<file path="config.mk">
export PLATFORM = sky130hd
export DESIGN_NAME = kspa_round
export DESIGN_NICKNAME = d
export VERILOG_FILES = /design/src/sv/kspa_pkg.sv /design/src/sv/kspa_round.sv
export SDC_FILE = /design/constraint.sdc
export NUM_CORES = 1
export LEC_CHECK = 0
export ABC_AREA = 1
export BUFFER_PORTS_ARGS = -buffer_cell sky130_fd_sc_hd__buf_2
export CELL_PAD_IN_SITES_DETAIL_PLACEMENT = 1
export CELL_PAD_IN_SITES_GLOBAL_PLACEMENT = 1
export CORE_MARGIN = 1
export CORE_UTILIZATION = 33
export CTS_BUF_LIST = sky130_fd_sc_hd__clkbuf_4
export DETAILED_ROUTE_END_ITERATION = 16
export PLACE_DENSITY_LB_ADDON = 0.1
export SLEW_MARGIN = 20
export SYNTH_ARGS = -nofsm -noshare
export SYNTH_HDL_FRONTEND = slang
export SYNTH_SLANG_ARGS = --single-unit
</file>
<file path="constraint.sdc">
create_clock -name clk -period 1.3 [get_ports clk]
set_input_delay 0.26 -clock clk [delete_from_list [all_inputs] [get_ports clk]]
set_output_delay 0.26 -clock clk [all_outputs]
set_load 0.02 [all_outputs]
</file>
<file path="src/sv/kspa_pkg.sv">
// kspa_pkg: shared types, widths and Q27 coefficient tables for the Kelvin
// ber/bei polynomial pipeline. No dependencies.
package kspa_pkg;

    localparam int ACC_FRAC  = 27;
    localparam int X_W       = 21;
    localparam int VAL_W     = 24;
    localparam int OPD_W     = 28;          // t, s, u: at most 1.0 in Q27
    localparam int MAG_W     = 36;          // |p| stays below 2^35 in range
    localparam int COEF_W    = 37;          // signed accumulator width
    localparam int N_COEF    = 8;
    localparam int N_HORNER  = 7;
    localparam int N_MAC     = 9;           // Horner steps plus two scaling steps
    localparam int RND_HALF  = 1 << (ACC_FRAC - 1);
    localparam longint unsigned DEC_SCALE = 64'd100000000;

    typedef enum logic [1:0] {
        OP_BER  = 2'd0,
        OP_BEI  = 2'd1,
        OP_BERD = 2'd2,
        OP_BEID = 2'd3
    } op_t;

    typedef struct packed {
        op_t                        op;
        logic                       neg;
        logic                       rerr;
        logic [OPD_W-1:0]           t;
        logic [OPD_W-1:0]           s;
        logic [OPD_W-1:0]           u;
        logic signed [COEF_W-1:0]   p;
    } kspa_item_t;

    typedef logic [3:0][N_COEF-1:0][COEF_W-1:0] coef_tab_t;

    // published 8-decimal coefficients, scaled by 1e8; index 7 is zero for
    // the seven-term polynomials
    localparam longint C_DEC [4][N_COEF] = '{
        '{64'sd100000000, -64'sd6400000000, 64'sd11377777774, -64'sd3236345652,
          64'sd264191397, -64'sd8349609, 64'sd122552, -64'sd901},
        '{64'sd1600000000, -64'sd11377777774, 64'sd7281777742, -64'sd1056765779,
          64'sd52185615, -64'sd1103667, 64'sd11346, 64'sd0},
        '{-64'sd400000000, 64'sd1422222222, -64'sd606814810, 64'sd66047849,
          -64'sd2609253, 64'sd45957, -64'sd394, 64'sd0},
        '{64'sd50000000, -64'sd1066666666, 64'sd1137777772, -64'sd231167514,
          64'sd14677204, -64'sd379386, 64'sd4609, 64'sd0}
    };

    // decimal to Q27, round to nearest, ties away from zero
    function automatic coef_tab_t build_tab();
        coef_tab_t         tab;
        longint unsigned   m;
        for (int i = 0; i < 4; i++) begin
            for (int j = 0; j < N_COEF; j++) begin
                m = (C_DEC[i][j] < 0) ? 64'(-C_DEC[i][j]) : 64'(C_DEC[i][j]);
                m = ((m << ACC_FRAC) + DEC_SCALE / 2) / DEC_SCALE;
                tab[i][j] = (C_DEC[i][j] < 0) ? COEF_W'(-m) : COEF_W'(m);
            end
        end
        return tab;
    endfunction

    localparam coef_tab_t COEF_Q = build_tab();

endpackage

</file>
<file path="src/sv/kspa_round.sv">
// kspa_round: output register stage: Q27 (or Q24 for derivatives) to FRAC_BITS,
// sign fix, saturation to 24 bits, zero on range error. Uses kspa_pkg.
module kspa_round #(
    parameter int FRAC_BITS = 16
) (
    input  logic                                 clk,
    input  logic                                 rst_n,
    input  logic                                 up_valid,
    output logic                                 up_ready,
    input  kspa_pkg::kspa_item_t                 up_item,
    output logic                                 dn_valid,
    input  logic                                 dn_ready,
    output logic signed [kspa_pkg::VAL_W-1:0]    value,
    output logic                                 range_error
);

    localparam int W    = kspa_pkg::MAG_W + 7;
    localparam int F27  = kspa_pkg::ACC_FRAC;
    localparam int F24  = kspa_pkg::ACC_FRAC - 3;
    localparam int L27  = (FRAC_BITS >= F27) ? FRAC_BITS - F27 : 0;
    localparam int R27  = (FRAC_BITS <  F27) ? F27 - FRAC_BITS : 0;
    localparam int L24  = (FRAC_BITS >= F24) ? FRAC_BITS - F24 : 0;
    localparam int R24  = (FRAC_BITS <  F24) ? F24 - FRAC_BITS : 0;
    localparam int R27M = (R27 > 0) ? R27 - 1 : 0;
    localparam int R24M = (R24 > 0) ? R24 - 1 : 0;
    localparam logic [W-1:0] POS_LIM = W'(1) << (kspa_pkg::VAL_W - 1);

    logic                               v_reg;
    logic                               rdy;
    logic                               rerr_reg;
    logic signed [kspa_pkg::VAL_W-1:0]  value_reg, value_next;
    logic [kspa_pkg::COEF_W-1:0]        p_abs;
    logic [W-1:0]                       m, w27, w24, sel, lim, msat;
    logic                               deriv, neg_out;

    assign rdy         = !v_reg || dn_ready;
    assign up_ready    = rdy;
    assign dn_valid    = v_reg;
    assign value       = value_reg;
    assign range_error = rerr_reg;

    assign p_abs = up_item.p[kspa_pkg::COEF_W-1] ? kspa_pkg::COEF_W'(-up_item.p)
                                                 : kspa_pkg::COEF_W'(up_item.p);
    assign m     = {7'd0, p_abs[kspa_pkg::MAG_W-1:0]};

    always_comb
    begin
        if (FRAC_BITS >= F27)
            w27 = m << L27;
        else
            w27 = (m + (W'(1) << R27M)) >> R27;
        if (FRAC_BITS >= F24)
            w24 = m << L24;
        else
            w24 = (m + (W'(1) << R24M)) >> R24;
    end

    // derivatives carry the Q24 scale of x*P and the sign of x
    assign deriv   = up_item.op inside {kspa_pkg::OP_BERD, kspa_pkg::OP_BEID};
    assign sel     = deriv ? w24 : w27;
    assign neg_out = up_item.p[kspa_pkg::COEF_W-1] ^ (deriv & up_item.neg);
    assign lim     = neg_out ? POS_LIM : POS_LIM - 1'b1;
    assign msat    = (sel > lim) ? lim : sel;

    always_comb
    begin
        if (up_item.rerr)
            value_next = '0;
        else if (neg_out)
            value_next = signed'(-msat[kspa_pkg::VAL_W-1:0]);
        else
            value_next = signed'(msat[kspa_pkg::VAL_W-1:0]);
    end

    always_ff @(posedge clk or negedge rst_n)
    begin
        if (!rst_n)
            v_reg <= 1'b0;
        else if (rdy)
            v_reg <= up_valid;
    end

    always_ff @(posedge clk)
    begin
        if (rdy)
        begin
            value_reg <= value_next;
            rerr_reg  <= up_item.rerr;
        end
    end

endmodule

</file>
==> impl_metrics.py <==
metrics = {
    "die": {
        "rows": 46,
        "io_pins": 156,
        "dieArea_um2": 16700,
        "core-area_um2": 15900,
        "die_w_um": 129,
        "die_y_um": 129,
        "floorplan.initialDensity_pct": 33.7,
    },
    "synthesis": {
        "synth_cell_types": 45,
        "post-synth-top-count-cell": "nand2_1",
        "synth_edf_count": 25,
        "synth_ff_type": "edfxtp_1",
        "ys_top_cells_by_count": "nand2_1 (261), nor2_1 (116), inv_1 (112)",
        "synth_seq_cells": 26,
        "yosysTopAreaCell": "nand2_1",
        "synth-seq-area-share_pct": 14.5,
        "async_reset_ff_share_pct": 3.85,
        "synthCells": 932,
        "ys_top_cells_by_area": "nand2_1 (18%), edfxtp_1 (14%), nand3_1 (8.4%)",
        "syn_avg_cell_area_um2": 5.75,
        "yosysTopAreaCellShare_pct": 18.3,
        "synth_area_um2": 5360,
        "syn-num-nets": 1088,
        "ys_warn_count": 0,
    },
    "global_routing": {
        "grt_overflow": 0,
        "grt_pass1_vias": 8187,
        "grt_pass1_wl_um": 40400,
        "grt_max_degree": 32,
        "grt_use_total_pct": 30.8,
        "antenna_found_initial": 5,
    },
    "setup_path": {
        "critPathMostFrequentCell": "nand2_1",
        "cp_slowest_cell": "a21oi_1",
        "critPathLaunchType": "input port",
        "path_delay_family": "simple AND/OR/NAND/NOR gates",
        "slowest_delay_ps": 500,
        "rrSetupSlack_ps": 70,
        "required_ps": 1430,
        "critical_path_class": "input port to flip-flop",
        "cp_num_buf_inv": 6,
        "crit_fanout": 12,
        "crit_path_end_kind": "flip-flop",
        "worstPathArrival_ps": 6400,
    },
    "timing": {
        "fin_worst_skew_ps": 5.27,
        "setup_tns_ps": -105320,
        "min_period_ps": 6270,
        "finalMaxSlewViolations": 0,
        "whs_ps": 160,
        "slew_headroom_pct": 59.7,
        "worstMarginPinSlew_ps": 605,
        "finalSetupViolations": 26,
        "rsz0062_at_grt": "yes",
        "fmax_mhz": 160,
        "fin_crit_sh_pct": 482,
        "hold_viol": 0,
        "setup_slack_ps": -4970,
    },
    "drt": {
        "viasPerCell": 5.84,
        "wl_met3_um": 2720,
        "top_layer_used": "met5",
        "drtIter0Drc": 654,
        "vias": 9023,
        "dr_wl_met2_um": 18300,
        "totalWireLength_um": 37700,
        "met1_length_um": 13100,
        "wl_per_cell_um": 24.4,
        "post-route-drc-count": 0,
        "firstDrtPassIters": 7,
        "ant_nets": 0,
    },
    "layout": {
        "drive_gt1_share_pct": 55.1,
        "fin_nets": 1483,
        "largest_reg_flops": 24,
        "syn_to_final_growth_pct": 86.1,
    },
    "power_and_ir_drop": {
        "vdd.ir_drop.worst_mv": 0.538,
        "powerDensity_nw_per_um2": 654,
        "power.total_mw": 6.52,
        "p_leak_nw": 4.98,
    },
    "clocking": {
        "clkTransAtPathRegs_ps": 150,
        "cts-root-buf": "clkbuf_4",
        "ctsLongestPathBuffers": 2,
        "cts_buffers": 3,
        "cts_tree": "yes",
        "htreeDepth": 1,
        "cts.sinks": 26,
        "clk_latency_ps": 330,
    },
    "min_path": {
        "hold_class": "input port to flip-flop",
    },
    "placed_design": {
        "post-place-ws_ps": -3690,
        "hpwl_um": 19100,
        "io_buffer_count": 70,
        "place_congestion": 0.913,
    },
    "status": {
        "status": "finished, violations left",
        "violations": "negative setup slack",
    },
    "flow_run": {
        "drv_cap": 0,
    },
}
final cells by class:
class | instances | area (µm²)
clock inverter | 1 | 3.75
clock buffer | 3 | 22.5
tap | 216 | 270
timing repair buffer | 413 | 3110
sequential | 26 | 776
inverter | 118 | 452
antenna | 2 | 5.00
fill | 2062 | 5910
multi-input combinational | 765 | 5330
placed cells by master (no fill, tap or decap), drive strengths merged, types with 25 or more instances in the layout:
cell    Yosys  layout
a21oi      39      39
nor2      149     149
inv       117     116
nand4      37      37
edfxtp     25      25
buf        12     412
ha         27      27
o21ai      53      53
nand2     300     300
nand3     102     102
cell families (layout without fill, tap and decap cells):
kind of cell | count (synthesis) | after routing | share of synthesized area (%)
DFF | 26 | 26 | 14.5
other | 0 | 2 | 0
buffers and inverters | 141 | 535 | 10.6
and+or+nand+nor | 612 | 612 | 54.3
xor gates and xnor gates | 19 | 19 | 3.25
AOI/OAI and AO/OA | 107 | 107 | 11.0
adders and majority gates | 27 | 27 | 6.31
where the power goes:
group	total, mW	internal, mW	switching, mW
clock	0.369	0.113	0.256
sequential	1.09	1.05	0.0416
combinational	5.06	2.06	3.01
tightest hold or removal path: stages:
cell     delay [ps]
buf_2            90
inv_1            50
nand2_1          70
per-stage QoR:
step	std cells	area [µm²]	utilization, %
2_1_floorplan	932	5520	-
3_3_place_gp	1479	8170	51.4
3_5_place_dp	1479	8170	51.4
4_1_cts	1510	9010	56.7
5_1_grt	1543	9970	62.8
6_report	1544	9970	62.8
metal layers:
metal	vias to the layer above	GRT usage [%]
met5	-	0
met2	562	61.0
li1	3838	-
met4	6	15.1
met1	4303	32.9
met3	314	1.61
final timing paths:
| check | start | endpoint | cells after the start |
|---|---|---|---|
| min in group asynchronous | rst_n | dn_valid | 2 |
| hold / removal | up_valid | dn_valid | 3 |
| setup / recovery | up_item[1] | value[23] | 35 |
| hold reg to reg | dn_valid | value[2] | 2 |
| max in group asynchronous | rst_n | dn_valid | 2 |
| setup reg to reg | dn_valid | value[16] | 3 |
repair_timing:
item                       4_1_cts  5_1_grt
resized for setup              159      184
hold endpoints to repair         1        0
setup endpoints to repair       25       25
pin swaps                       74      101
setup buffers                   27       32
hold buffers                     1        0
No activity file was read; power rests on OpenSTA's default activity.
