===== config.mk =====
export PLATFORM = sky130hd
export DESIGN_NAME = kspa_mac
export DESIGN_NICKNAME = d
export VERILOG_FILES = /design/src/sv/kspa_pkg.sv /design/src/sv/kspa_mac.sv
export SDC_FILE = /design/constraint.sdc
export NUM_CORES = 2
export LEC_CHECK = 0
export ABC_AREA = 1
export BUFFER_PORTS_ARGS = -buffer_cell sky130_fd_sc_hd__buf_4
export CORE_MARGIN = 8
export CORE_UTILIZATION = 60
export CTS_CLUSTER_DIAMETER = 120
export CTS_CLUSTER_SIZE = 40
export DETAILED_ROUTE_END_ITERATION = 10
export GPL_TIMING_DRIVEN = 0
export PLACE_DENSITY = 0.79
export SLEW_MARGIN = 10
export SYNTH_ARGS = -nofsm -noshare
export SYNTH_HDL_FRONTEND = slang
export SYNTH_SLANG_ARGS = --single-unit
export TNS_END_PERCENT = 30

===== constraint.sdc =====
create_clock -name clk -period 7.08 [get_ports clk]
set_input_delay 1.77 -clock clk [delete_from_list [all_inputs] [get_ports clk]]
set_output_delay 1.77 -clock clk [all_outputs]
set_load 0.05 [all_outputs]

===== src/sv/kspa_pkg.sv =====
// kspa_pkg: shared types, widths and Q27 coefficient tables for the Kelvin
// ber/bei polynomial pipeline. No dependencies.
package kspa_pkg;

    localparam int ACC_FRAC  = 27;
    localparam int X_W       = 21;
    localparam int VAL_W     = 24;
    localparam int OPD_W     = 28;          // t, s, u: at most 1.0 in Q27
    localparam int MAG_W     = 36;          // |p| stays below 2^35 in range
    localparam int COEF_W    = 37;          // signed accumulator width
    localparam int N_COEF    = 8;
    localparam int N_HORNER  = 7;
    localparam int N_MAC     = 9;           // Horner steps plus two scaling steps
    localparam int RND_HALF  = 1 << (ACC_FRAC - 1);
    localparam longint unsigned DEC_SCALE = 64'd100000000;

    typedef enum logic [1:0] {
        OP_BER  = 2'd0,
        OP_BEI  = 2'd1,
        OP_BERD = 2'd2,
        OP_BEID = 2'd3
    } op_t;

    typedef struct packed {
        op_t                        op;
        logic                       neg;
        logic                       rerr;
        logic [OPD_W-1:0]           t;
        logic [OPD_W-1:0]           s;
        logic [OPD_W-1:0]           u;
        logic signed [COEF_W-1:0]   p;
    } kspa_item_t;

    typedef logic [3:0][N_COEF-1:0][COEF_W-1:0] coef_tab_t;

    // published 8-decimal coefficients, scaled by 1e8; index 7 is zero for
    // the seven-term polynomials
    localparam longint C_DEC [4][N_COEF] = '{
        '{64'sd100000000, -64'sd6400000000, 64'sd11377777774, -64'sd3236345652,
          64'sd264191397, -64'sd8349609, 64'sd122552, -64'sd901},
        '{64'sd1600000000, -64'sd11377777774, 64'sd7281777742, -64'sd1056765779,
          64'sd52185615, -64'sd1103667, 64'sd11346, 64'sd0},
        '{-64'sd400000000, 64'sd1422222222, -64'sd606814810, 64'sd66047849,
          -64'sd2609253, 64'sd45957, -64'sd394, 64'sd0},
        '{64'sd50000000, -64'sd1066666666, 64'sd1137777772, -64'sd231167514,
          64'sd14677204, -64'sd379386, 64'sd4609, 64'sd0}
    };

    // decimal to Q27, round to nearest, ties away from zero
    function automatic coef_tab_t build_tab();
        coef_tab_t         tab;
        longint unsigned   m;
        for (int i = 0; i < 4; i++) begin
            for (int j = 0; j < N_COEF; j++) begin
                m = (C_DEC[i][j] < 0) ? 64'(-C_DEC[i][j]) : 64'(C_DEC[i][j]);
                m = ((m << ACC_FRAC) + DEC_SCALE / 2) / DEC_SCALE;
                tab[i][j] = (C_DEC[i][j] < 0) ? COEF_W'(-m) : COEF_W'(m);
            end
        end
        return tab;
    endfunction

    localparam coef_tab_t COEF_Q = build_tab();

endpackage


===== src/sv/kspa_mac.sv =====
// kspa_mac: one multiply/round/add register stage. Steps 0..6 are Horner steps
// in u; step 7 scales by s (bei, ber') or t (bei') and passes ber, step 8 by t (ber'). Uses kspa_pkg.
module kspa_mac #(
    parameter int STEP = 0
) (
    input  logic                    clk,
    input  logic                    rst_n,
    input  logic                    up_valid,
    output logic                    up_ready,
    input  kspa_pkg::kspa_item_t    up_item,
    output logic                    dn_valid,
    input  logic                    dn_ready,
    output kspa_pkg::kspa_item_t    dn_item
);

    localparam logic [kspa_pkg::OPD_W-1:0] ONE_Q = kspa_pkg::OPD_W'(1) << kspa_pkg::ACC_FRAC;
    localparam int PROD_W = kspa_pkg::MAG_W + kspa_pkg::OPD_W;

    logic                               v_reg;
    logic                               rdy;
    kspa_pkg::kspa_item_t               item_next, item_reg;
    logic [kspa_pkg::COEF_W-1:0]        p_abs;
    logic [kspa_pkg::MAG_W-1:0]         mag;
    logic [kspa_pkg::OPD_W-1:0]         mul_opd;
    logic signed [kspa_pkg::COEF_W-1:0] addend;
    logic [PROD_W-1:0]                  prod;
    logic [PROD_W:0]                    rnd;
    logic [kspa_pkg::COEF_W-1:0]        r;
    logic signed [kspa_pkg::COEF_W-1:0] r_signed;

    assign rdy      = !v_reg || dn_ready;
    assign up_ready = rdy;
    assign dn_valid = v_reg;
    assign dn_item  = item_reg;

    generate
        if (STEP < kspa_pkg::N_HORNER) begin : g_horner
            assign mul_opd = up_item.u;
            assign addend  = signed'(kspa_pkg::COEF_Q[up_item.op][kspa_pkg::N_HORNER-1-STEP]);
        end else if (STEP == kspa_pkg::N_HORNER) begin : g_scale1
            always_comb
            begin
                case (up_item.op)
                    kspa_pkg::OP_BER:  mul_opd = ONE_Q;
                    kspa_pkg::OP_BEI:  mul_opd = up_item.s;
                    kspa_pkg::OP_BERD: mul_opd = up_item.s;
                    kspa_pkg::OP_BEID: mul_opd = up_item.t;
                    default:           mul_opd = ONE_Q;
                endcase
            end
            assign addend = '0;
        end else begin : g_scale2
            assign mul_opd = (up_item.op == kspa_pkg::OP_BERD) ? up_item.t : ONE_Q;
            assign addend  = '0;
        end
    endgenerate

    // sign-magnitude product, magnitude rounded half away from zero
    assign p_abs    = up_item.p[kspa_pkg::COEF_W-1] ? kspa_pkg::COEF_W'(-up_item.p)
                                                    : kspa_pkg::COEF_W'(up_item.p);
    assign mag      = p_abs[kspa_pkg::MAG_W-1:0];
    assign prod     = mag * mul_opd;
    assign rnd      = {1'b0, prod} + (PROD_W+1)'(kspa_pkg::RND_HALF);
    assign r        = rnd[kspa_pkg::ACC_FRAC +: kspa_pkg::COEF_W];
    assign r_signed = up_item.p[kspa_pkg::COEF_W-1] ? signed'(-r) : signed'(r);

    always_comb
    begin
        item_next   = up_item;
        item_next.p = r_signed + addend;
    end

    always_ff @(posedge clk or negedge rst_n)
    begin
        if (!rst_n)
            v_reg <= 1'b0;
        else if (rdy)
            v_reg <= up_valid;
    end

    always_ff @(posedge clk)
    begin
        if (rdy)
            item_reg <= item_next;
    end

endmodule


==> metrics <==
Post-Syn Nets=approximately 6300; die area=0.0764 mm²; max-slew violation count=0; first-pass GRT wire length=226000 µm; Nets=around 6800; CTS max path bufs=2; Avg Vias per Cell=about 6; dpl ws=-7.44 ns; minimum clock period=between 10 and 15 ns; CP dominant cell by count=nand2_2; worst setup margin=-5.47 ns; commonest non-fill, non-tap cells in the layout=inv_1 (1077), nand2_1 (895), fa_1 (847); CTS clk-pin slew, worst paths=0.07 ns; HPWL after DPL=~120000 µm; r2r worst-path depth=2; CTS tree=done; largest net degree at the start of global routing=65; Critical Path Sink=dn_item[34]; Setup CP Type=in -> reg; area grow syn2layout=21.1%; via count=around 38000; total I/O pin count=between 200 and 300; Final setup violation count=37; CTS root buffer=clkbuf_16; number of synthesized register bits=between 100 and 150; number of enable flip-flop cells after synthesis=125; CP max FO=6; GR Util All Layers=approximately 39%; share of the synthesized area in the top cell type=between 40% and 50%; post-layout util=73.4%; Core Area=approximately 0.067 mm²; initial core utilization=between 60% and 70%; vias in the first global route=slightly below 40000; initial antenna violation count=7; # rows=between 90 and 100; Synth async-reset ratio=less than 1%; Worst Hold Slack=around 1.1 ns; Final GP Congestion=about 1.1; max_cap viols=0; die width=between 200 and 300 µm; data arrival time of the critical path=around 13 ns; final hold viol count=0; cell area after synthesis=~0.04 mm²; Slew @ Worst Pin=about 1.4 ns; Critical R2R Launch=dn_valid; Mean Syn Cell Area=between 8 and 9 µm²; Synth Instances=approximately 5000; wire per inst=24.8 µm; main flop type after synthesis=edfxtp_1; # fillers=4779; Hold Crit Class=reg -> reg; drt pass-1 iters=10; Synth cell types=a little under 60; Worst setup EP type=flop; total gr overflow=0; post-synthesis sequential area ratio=a little under a tenth; RSZ-0062 raised after global routing=yes; clock sink total=between 100 and 150; CTS Buf Count=17; Required @ worst endpoint=roughly 7.4 ns; clock latency on the worst-skew pair=around 0.45 ns; most common cell after layout, fill and taps aside=inv_1; Post-DP Area=around 0.044 mm²; worst reg2reg endpoint=dn_item[55]; outcome=finished, violations left; CP Launch Type=input pin; PortBufs=around 250; failing checks=setup timing; Finished Cell Area=slightly below 0.05 mm²; cts hold-fix bufs=0; Critical Path Source=up_item[0]; reg2reg setup slack=5.25 ns; final wirelength=about 160000 µm; slew margin rel.=~4.8%; DRC=0; f_max=79.7 MHz; delay of the slowest cell on the worst path=about 0.61 ns; Ys Warns=0; layout cell share with drive strength beyond 1=22.1%; Final ANT Viol Nets=0; level count of the clock H-tree=4; Layout Skew=0.0118 ns; Iteration-0 DRC Markers=around 4800; Slowest-stage cell, CP=fa_1; synth top area cells=fa_1 (43%), inv_1 (11%), ha_1 (9.7%); leading area contributor after synthesis=fa_1; Die Y=between 200 and 300 µm; period utilization=177%
==> through the flow <==
stage / setup TNS (ns) / cells
2_1_floorplan: -149.65 / 4986
3_3_place_gp: -241.88 / 6113
3_5_place_dp: -244.82 / 6114
4_1_cts: -156.91 / 6243
5_1_grt: -185.99 / 6330
6_report: -176.69 / 6331
==> layer usage <==
| metal | part of all wire (%) | track usage, % | up-vias | wire, µm |
|---|---|---|---|---|
| met4 | 9.2 | 26.9 | 4 | 14500 |
| li1 | - | - | 15600 | - |
| met2 | 43 | 59.3 | 3001 | 68200 |
| met5 | 0.016 | 0 | - | 25 |
| met1 | 32 | 46.3 | 18300 | 50700 |
| met3 | 15 | 15.2 | 928 | 23400 |
==> cell type report <==
type                    count  area, µm²  share of cell area [%]
diodes                      1       2.50                 0.00508
plain buffers             174        946                    1.92
inverters                1171       4470                    9.06
multi-input cells        3515      35000                    70.9
flip-flops and latches    126       3780                    7.67
clock buffers              17        425                   0.863
repair buffers            439       3460                    7.03
clock inverters            15        143                   0.289
well taps                 873       1090                    2.22
==> cell families (layout without fill, tap and decap cells) <==
| kind of cell | Yosys count | count (layout) | synth area share, % |
|---|---|---|---|
| adder cells (fa/ha/maj) | 1197 | 1197 | 53.1 |
| flip-flops | 126 | 126 | 9.29 |
| XOR/XNOR | 80 | 80 | 1.74 |
| AND/OR/NAND/NOR | 1960 | 1960 | 19.5 |
| other | 0 | 1 | 0 |
| AO/OA/AOI/OAI | 278 | 278 | 3.81 |
| buffers and inverters | 1345 | 1816 | 12.6 |
==> what timing repair did <==
| item | in CTS | in global routing |
|---|---|---|
| setup endpoints to repair | 37 | 37 |
| cloned | 0 | 1 |
| setup buffers | 98 | 86 |
| gates resized for setup | 445 | 419 |
| pin swaps | 135 | 170 |
==> worst min-delay path by stage <==
stage / startpoint / endpoint / slack [ns] / depth (start not counted)
2_1_floorplan: rst_n / dn_valid / 1.47 / 0
3_3_place_gp: rst_n / dn_valid / 1.55 / 1
3_5_place_dp: dn_valid / dn_valid / 1.08 / 2
4_1_cts: rst_n / dn_valid / 1.06 / 1
5_1_grt: rst_n / dn_valid / 1.06 / 1
6_report: dn_valid / dn_valid / 1.06 / 2
==> worst max-delay path, delay by kind of cell <==
family                   cells  cell delay, ns
XOR/XNOR                     4            0.74
AO/OA/AOI/OAI                7            1.13
AND/OR/NAND/NOR             21            2.89
adder cells (fa/ha/maj)     11            4.73
buffers and inverters       14            1.54
==> synthesized netlist by cell type (2+ instances only) <==
master,count
o31ai_1,4
a31oi_1,8
fa_1,883
and2_1,2
inv_1,1141
o21ai_1,5
o211ai_1,4
o21a_1,8
nor3_2,2
nor4_1,10
o21bai_1,14
clkinv_1,13
nand2_2,25
or3_1,2
a211oi_1,4
nand3b_1,13
a21oi_1,130
xor2_1,45
nor2_2,8
nor3_4,4
buf_1,2
o221ai_1,3
nand4_1,13
a21o_1,5
xnor2_1,34
buf_6,2
nand3_1,89
nand2_1,1017
nor2_1,720
edfxtp_1,125
o21ai_0,85
nor2_4,13
inv_2,16
ha_1,314
or2_2,10
nand3_2,2
clkbuf_1,152
buf_2,16
nor3_1,23
==> flip-flops by register name (all words and copies together) (netlist names) <==
register / count
dn_item: 125
dn_valid: 1
Power is left out: the tool's default activity adds up to more than one toggle a clock period on the data nets, which glitch-free logic cannot reach.
