<file path="src/sv/kspa_pkg.sv">
// kspa_pkg: shared types, widths and Q27 coefficient tables for the Kelvin
// ber/bei polynomial pipeline. No dependencies.
package kspa_pkg;

    localparam int ACC_FRAC  = 27;
    localparam int X_W       = 21;
    localparam int VAL_W     = 24;
    localparam int OPD_W     = 28;          // t, s, u: at most 1.0 in Q27
    localparam int MAG_W     = 36;          // |p| stays below 2^35 in range
    localparam int COEF_W    = 37;          // signed accumulator width
    localparam int N_COEF    = 8;
    localparam int N_HORNER  = 7;
    localparam int N_MAC     = 9;           // Horner steps plus two scaling steps
    localparam int RND_HALF  = 1 << (ACC_FRAC - 1);
    localparam longint unsigned DEC_SCALE = 64'd100000000;

    typedef enum logic [1:0] {
        OP_BER  = 2'd0,
        OP_BEI  = 2'd1,
        OP_BERD = 2'd2,
        OP_BEID = 2'd3
    } op_t;

    typedef struct packed {
        op_t                        op;
        logic                       neg;
        logic                       rerr;
        logic [OPD_W-1:0]           t;
        logic [OPD_W-1:0]           s;
        logic [OPD_W-1:0]           u;
        logic signed [COEF_W-1:0]   p;
    } kspa_item_t;

    typedef logic [3:0][N_COEF-1:0][COEF_W-1:0] coef_tab_t;

    // published 8-decimal coefficients, scaled by 1e8; index 7 is zero for
    // the seven-term polynomials
    localparam longint C_DEC [4][N_COEF] = '{
        '{64'sd100000000, -64'sd6400000000, 64'sd11377777774, -64'sd3236345652,
          64'sd264191397, -64'sd8349609, 64'sd122552, -64'sd901},
        '{64'sd1600000000, -64'sd11377777774, 64'sd7281777742, -64'sd1056765779,
          64'sd52185615, -64'sd1103667, 64'sd11346, 64'sd0},
        '{-64'sd400000000, 64'sd1422222222, -64'sd606814810, 64'sd66047849,
          -64'sd2609253, 64'sd45957, -64'sd394, 64'sd0},
        '{64'sd50000000, -64'sd1066666666, 64'sd1137777772, -64'sd231167514,
          64'sd14677204, -64'sd379386, 64'sd4609, 64'sd0}
    };

    // decimal to Q27, round to nearest, ties away from zero
    function automatic coef_tab_t build_tab();
        coef_tab_t         tab;
        longint unsigned   m;
        for (int i = 0; i < 4; i++) begin
            for (int j = 0; j < N_COEF; j++) begin
                m = (C_DEC[i][j] < 0) ? 64'(-C_DEC[i][j]) : 64'(C_DEC[i][j]);
                m = ((m << ACC_FRAC) + DEC_SCALE / 2) / DEC_SCALE;
                tab[i][j] = (C_DEC[i][j] < 0) ? COEF_W'(-m) : COEF_W'(m);
            end
        end
        return tab;
    endfunction

    localparam coef_tab_t COEF_Q = build_tab();

endpackage

</file>
<file path="src/sv/kspa_arg.sv">
// kspa_arg: front end, three register stages: |x| and range check to t = |x|/8,
// then s = t*t, then u = s*s plus the leading Horner coefficient. Uses kspa_pkg.
module kspa_arg #(
    parameter int FRAC_BITS = 16
) (
    input  logic                               clk,
    input  logic                               rst_n,
    input  logic                               up_valid,
    output logic                               up_ready,
    input  kspa_pkg::op_t                      op,
    input  logic signed [kspa_pkg::X_W-1:0]    x,
    output logic                               dn_valid,
    input  logic                               dn_ready,
    output kspa_pkg::kspa_item_t               dn_item
);

    localparam longint unsigned X_MAX = 64'd8 << FRAC_BITS;
    localparam int T_W = kspa_pkg::X_W + 12;

    logic                       va_reg, vb_reg, vc_reg;
    logic                       ra, rb, rc;
    kspa_pkg::kspa_item_t       a_next, a_reg, b_next, b_reg, c_next, c_reg;
    logic [kspa_pkg::X_W-1:0]   xu;
    logic [kspa_pkg::X_W-1:0]   mag;
    logic [T_W-1:0]             t_wide;
    logic [2*kspa_pkg::OPD_W-1:0] sq_t, sq_s;
    logic [2*kspa_pkg::OPD_W:0]   rnd_t, rnd_s;

    assign rc       = !vc_reg || dn_ready;
    assign rb       = !vb_reg || rc;
    assign ra       = !va_reg || rb;
    assign up_ready = ra;
    assign dn_valid = vc_reg;
    assign dn_item  = c_reg;

    assign xu  = x;
    assign mag = xu[kspa_pkg::X_W-1] ? kspa_pkg::X_W'(~xu + 1'b1) : xu;

    // t = |x|/8 in Q27
    generate
        if (FRAC_BITS <= kspa_pkg::ACC_FRAC - 3) begin : g_tl
            localparam int TSH = kspa_pkg::ACC_FRAC - 3 - FRAC_BITS;
            assign t_wide = {12'd0, mag} << TSH;
        end else begin : g_tr
            localparam int RSH = FRAC_BITS - (kspa_pkg::ACC_FRAC - 3);
            assign t_wide = ({12'd0, mag} + (T_W'(1) << (RSH - 1))) >> RSH;
        end
    endgenerate

    always_comb
    begin
        a_next      = '0;
        a_next.op   = op;
        a_next.neg  = xu[kspa_pkg::X_W-1];
        a_next.rerr = {43'd0, mag} > X_MAX;
        a_next.t    = t_wide[kspa_pkg::OPD_W-1:0];
    end

    assign sq_t  = a_reg.t * a_reg.t;
    assign rnd_t = {1'b0, sq_t} + (2*kspa_pkg::OPD_W+1)'(kspa_pkg::RND_HALF);
    always_comb
    begin
        b_next   = a_reg;
        b_next.s = rnd_t[kspa_pkg::ACC_FRAC +: kspa_pkg::OPD_W];
    end

    assign sq_s  = b_reg.s * b_reg.s;
    assign rnd_s = {1'b0, sq_s} + (2*kspa_pkg::OPD_W+1)'(kspa_pkg::RND_HALF);
    always_comb
    begin
        c_next   = b_reg;
        c_next.u = rnd_s[kspa_pkg::ACC_FRAC +: kspa_pkg::OPD_W];
        c_next.p = signed'(kspa_pkg::COEF_Q[b_reg.op][kspa_pkg::N_COEF-1]);
    end

    always_ff @(posedge clk or negedge rst_n)
    begin
        if (!rst_n)
        begin
            va_reg <= 1'b0;
            vb_reg <= 1'b0;
            vc_reg <= 1'b0;
        end
        else
        begin
            if (ra) va_reg <= up_valid;
            if (rb) vb_reg <= va_reg;
            if (rc) vc_reg <= vb_reg;
        end
    end

    always_ff @(posedge clk)
    begin
        if (ra) a_reg <= a_next;
        if (rb) b_reg <= b_next;
        if (rc) c_reg <= c_next;
    end

endmodule

</file>
<file path="config.mk">
export PLATFORM = sky130hd
export DESIGN_NAME = kspa_arg
export DESIGN_NICKNAME = d
export VERILOG_FILES = /design/src/sv/kspa_pkg.sv /design/src/sv/kspa_arg.sv
export SDC_FILE = /design/constraint.sdc
export NUM_CORES = 2
export LEC_CHECK = 0
export ABC_AREA = 1
export BUFFER_PORTS_ARGS = -buffer_cell sky130_fd_sc_hd__buf_4
export CELL_PAD_IN_SITES_DETAIL_PLACEMENT = 1
export CELL_PAD_IN_SITES_GLOBAL_PLACEMENT = 1
export CORE_ASPECT_RATIO = 1.4
export CORE_MARGIN = 2
export CORE_UTILIZATION = 42
export CTS_CLUSTER_SIZE = 20
export DETAILED_ROUTE_END_ITERATION = 10
export GPL_ROUTABILITY_DRIVEN = 0
export PLACE_DENSITY = 0.82
export SETUP_SLACK_MARGIN = 0.4
export SLEW_MARGIN = 20
export SYNTH_ARGS = -nofsm -noshare
export SYNTH_HDL_FRONTEND = slang
export SYNTH_SLANG_ARGS = --single-unit
</file>
<file path="constraint.sdc">
create_clock -name clk -period 6.4 [get_ports clk]
set_input_delay 0.64 -clock clk [delete_from_list [all_inputs] [get_ports clk]]
set_output_delay 0.64 -clock clk [all_outputs]
set_load 0.03 [all_outputs]
</file>
==> results of run 1 <==
## per-stage QoR
stage / util (%) / instances / cell area [um2] / hold WS (ps)
after floorplan: - / 4981 / 43610 / 344.4
after global placement: 50.39 / 6926 / 50190 / 403.1
after detailed placement: 50.39 / 6926 / 50190 / 405.9
after CTS: 54.68 / 7080 / 54450 / 252.4
## cell usage after synthesis, types with 5 or more instances
master,count,area [um2]
nor3_1,15,75.07
nor2_2,7,43.79
a21oi_1,104,520.5
fa_1,880,17620
nor4_1,6,37.54
a31oi_1,7,43.79
a21o_1,12,90.09
buf_4,45,337.8
ha_1,403,5042
inv_1,1584,5946
nand4_1,23,143.9
xor2_1,53,464.2
nand3_1,96,480.5
clkbuf_1,85,319.1
nor2_1,198,743.2
o21bai_1,12,90.09
nand3_2,5,50.05
nand2_2,14,87.58
or2_2,9,56.30
o31ai_1,5,37.54
xnor2_1,32,280.3
buf_1,41,153.9
o21ai_0,62,310.3
edfxtp_1,157,4715
o21a_1,11,82.58
nand2_1,1067,4005
## kinds of logic after synthesis
logic type	Yosys count	share of synthesized area, %
buffers and inverters	1757	16.06
and+or+nand+nor	1456	13.89
adders and majority gates	1283	53.80
AOI/OAI and AO/OA	225	3.015
DFF	160	11.37
xor gates and xnor gates	87	1.845
other	1	0.008904
## metal layers
metal,global-route usage [%],overflow
met1,65.34,14
met2,85.88,631
met3,58.41,12
met4,75.30,303
met5,27.42,1
## what timing repair did
item	CTS
pin swaps	254
setup endpoints to repair	56
endpoints found under the hold margin	3
cloned	3
resized for setup	668
hold buffers	1
buffers inserted	118
==> summary.md, run 1 <==
| Metric | Value |
|---|---|
| Largest net degree at the start of global routing | 53 |
| Worst End Pin Type | sequential cell input |
| Register area share after synthesis | 11.37% |
| Ys async rst share | 1.875% |
| Site Rows | 137 |
| DIE HEIGHT | 378.7 um |
| Setup slack after placement | -951.9 ps |
| Root Buffer | clkbuf_16 |
| Total GRT Usage | 69.94% |
| #FFs+latches synth | 160 |
| H-tree depth | 4 |
| Post-Syn Instances | 4969 |
| IO Pins | 154 |
| Mapped cell area | 42120 um2 |
| Synth Flop Type | edfxtp_1 |
| Tool Error | [ERROR GRT-0232] Routing congestion too high. Check the congestion heatmap in the GUI. |
| IO Port Bufs | 140 |
| Total CTS buffers | 17 |
| Last flow stage reached | 5_1_grt |
| Die width | 271.6 um |
| Initial Util | 42.29% |
| Total of warnings raised by yosys | 0 |
| # clock sinks | 160 |
| Clk buf depth | 2 |
| Post-GRT worst EP | b_reg[88]$_DFFE_PP_/D |
| HPWL after DPL | 132.8 mm |
| Syn Area/Cell | 8.476 um2 |
| Distinct cells, synth | 44 |
| Status | did not finish |
| GRT overflow | 961 |
| Post-synth EDFFs | 157 |
==> run 2: changes to the inputs <==
CELL_PAD_IN_SITES_DETAIL_PLACEMENT = default   (was 1)
CELL_PAD_IN_SITES_GLOBAL_PLACEMENT = default   (was 1)
CORE_ASPECT_RATIO = default   (was 1.4)
CORE_UTILIZATION = 27   (was 42)
CTS_CLUSTER_SIZE = default   (was 20)
PLACE_DENSITY = default   (was 0.82)
PLACE_DENSITY_LB_ADDON = 0.15   (was default)
SETUP_SLACK_MARGIN = default   (was 0.4)
clock period = 8.3 ns   (was 6.4 ns; I/O delays follow)
==> summary.md, run 2 <==
| Metric | Value |
|---|---|
| Status | complete, no violations |
| Share of layout cells above drive strength 1 | 6.222% |
| Rel. slew slack | 31.54% |
| Hold_buf cts | 0 (-1) |
| CTS tree | done |
| Final WS setup | 686.2 ps |
| Commonest cells after routing, fill and taps aside | 1583 x inv_1, 1066 x nand2_1, 880 x fa_1 |
| Class of the most critical setup path | flop to flop |
| CP required | 8570 ps |
| Area contributors post-synth | fa_1 42%, inv_1 14%, ha_1 12% |
| RSZ-0062 raised after global routing | no |
| IO Pins | 154 (unchanged) |
| Final Max Tran Viols | 0 |
| Slew @ Worst Pin | 1027 ps |
| Vias in the first global route | 32870 |
| Finish-stage setup viols | 0 |
| Register area share after synthesis | 11.37% (unchanged) |
| First-pass GRT wire length | 191.9 mm |
| #FFs+latches synth | 160 (unchanged) |
| HPWL after DPL | 104.6 mm (-21%) |
| Detail Route Antenna Nets | 0 |
| Total GRT Usage | 15.86% |
| Site Rows | 144 (+5.1%) |
| Commonest non-fill, non-tap cell in the layout | inv_1 |
| R2R setup slack | 690 ps |
| Vias per cell | 4.187 |
| Cell taking the most area after synthesis | fa_1 |
| Startpoint Class | flop |
| Max-Cap Viols | 0 |
| CORE AREA | 154400 um2 |
| Die width | 399.0 um (+47%) |
| Vias | 29830 |
| Largest register FFs | 81 |
| Total of warnings raised by yosys | 0 (unchanged) |
| Clock Skew | 29.89 ps |
| Post-route cell area | 46340 um2 |
| Skew-Pair Late Insertion Delay | 540 ps |
| Initial Util | 27.28% (-15 points) |
| Sum of negative setup slack | 0 ps |
| GRT overflow | 0 |
| DIE HEIGHT | 399.0 um (+5.4%) |
| Period utilisation layout | 91.73% |
| Worst setup EP type | flop |
| Die Area | 159200 um2 |
| Syn Area/Cell | 8.476 um2 (unchanged) |
| Distinct cells, synth | 44 (unchanged) |
| Most frequent cells after synthesis | 1584 x inv_1, 1067 x nand2_1, 880 x fa_1 |
| Reg clk slew, reported paths | 80 ps |
| Ys async rst share | 1.875% (unchanged) |
| Final hold viol count | 0 |
| Synth Flop Type | edfxtp_1 |
| WL/cell | 16.99 um |
| Total CTS buffers | 17 (unchanged) |
| Mapped cell area | 42120 um2 (unchanged) |
| Worst-path fanout max | 12 |
| Root Buffer | clkbuf_16 |
| Post-Syn Instances | 4969 (unchanged) |
| Type of the worst min-delay path | input port to async pin |
| P&R area growth vs syn | 10.02% |
| Buffers inserted by post-CTS timing repair | 0 (-100%) |
| Post-synth top area share | 41.83% (unchanged) |
| Cts repair resizes | 0 (-100%) |
| Max frequency | 131.3 MHz |
| Setup slack after placement | 690.1 ps (+1642 ps) |
| IO Port Bufs | 140 (unchanged) |
| # clock sinks | 160 (unchanged) |
| Final Routed Wirelength | 121.1 mm |
| Initial antenna violation count | 3 |
| Clk buf depth | 2 (unchanged) |
| Fin Hold WS | 78.02 ps |
| DR iter-0 viols | 1477 |
| DRT Pass-1 Iters | 6 |
| Crit path DAT | 7880 ps |
| Post-DP Area | 45770 um2 (-8.8%) |
| # DRC | 0 |
| Post-synth EDFFs | 157 (unchanged) |
| Count leader, synth | inv_1 |
| Min Tclk post-route | 7614 ps |
| Fin nets | 6376 |
| Largest net degree at the start of global routing | 53 |
| H-tree depth | 4 (unchanged) |
==> run 2: cell counts after synthesis <==
Identical to the previous run, type by type.
==> run 2: worst paths after layout <==
kind | to | start | depth (start not counted)
hold / removal | dn_valid | rst_n | 1
setup / recovery | dn_item[57] | b_reg[73] | 25
max in group asynchronous | vb_reg | rst_n | 1
hold reg to reg | dn_item[102] | b_reg[102] | 0
min in group clk | dn_item[102] | b_reg[102] | 0
setup reg to reg | dn_item[57] | b_reg[73] | 25
==> run 2: cells by family after synthesis <==
group | count (synthesis) | synth area share, %
other | 1 | 0.008904
flip-flops | 160 | 11.37
AND/OR/NAND/NOR | 1456 | 13.89
buffers and inverters | 1757 | 16.06
XOR/XNOR | 87 | 1.845
adder cells (fa/ha/maj) | 1283 | 53.80
AO/OA/AOI/OAI | 225 | 3.015
==> run 2: layout make-up <==
type	instances	area [um2]
clock buffers	19	442.9
diodes	1	2.502
clock inverters	13	117.6
well taps	2044	2557
inverters	1585	5949
multi-input cells	3064	30610
repair buffers	238	1862
flip-flops and latches	160	4790
fillers	16670	108100
==> run 2: worst max-delay path: stages, from the launching register on <==
cell	delay, ps
edfxtp_1	870
buf_4	280
nand2_1	60
inv_1	110
fa_1	460
fa_1	500
inv_1	60
fa_1	560
inv_1	70
fa_1	520
inv_1	50
fa_1	460
fa_1	410
fa_1	520
inv_1	50
fa_1	460
ha_1	340
a21oi_1	140
inv_1	70
a31oi_1	130
o21ai_0	120
a21oi_1	140
nand2_1	110
a21boi_0	490
o21ai_0	220
xor2_1	170
==> run 2: layer usage <==
metal / wire length (um) / GRT usage [%]
met3: 3878 / 1.878
met5: 0 / 0
met1: 58570 / 22.09
met4: 1463 / 2.574
met2: 57140 / 26.74
==> run 2: through the flow <==
stage | cells | util [%]
6_report | 7124 | 30.01
5_1_grt | 7123 | 30.01
4_1_cts | 7123 | 30.01
3_5_place_dp | 7091 | 29.64
3_3_place_gp | 7091 | 29.64
2_1_floorplan | 4981 | -
Power of run 2 is left out: the tool's default activity adds up to more than one toggle a clock period on the data nets, which glitch-free logic cannot reach.
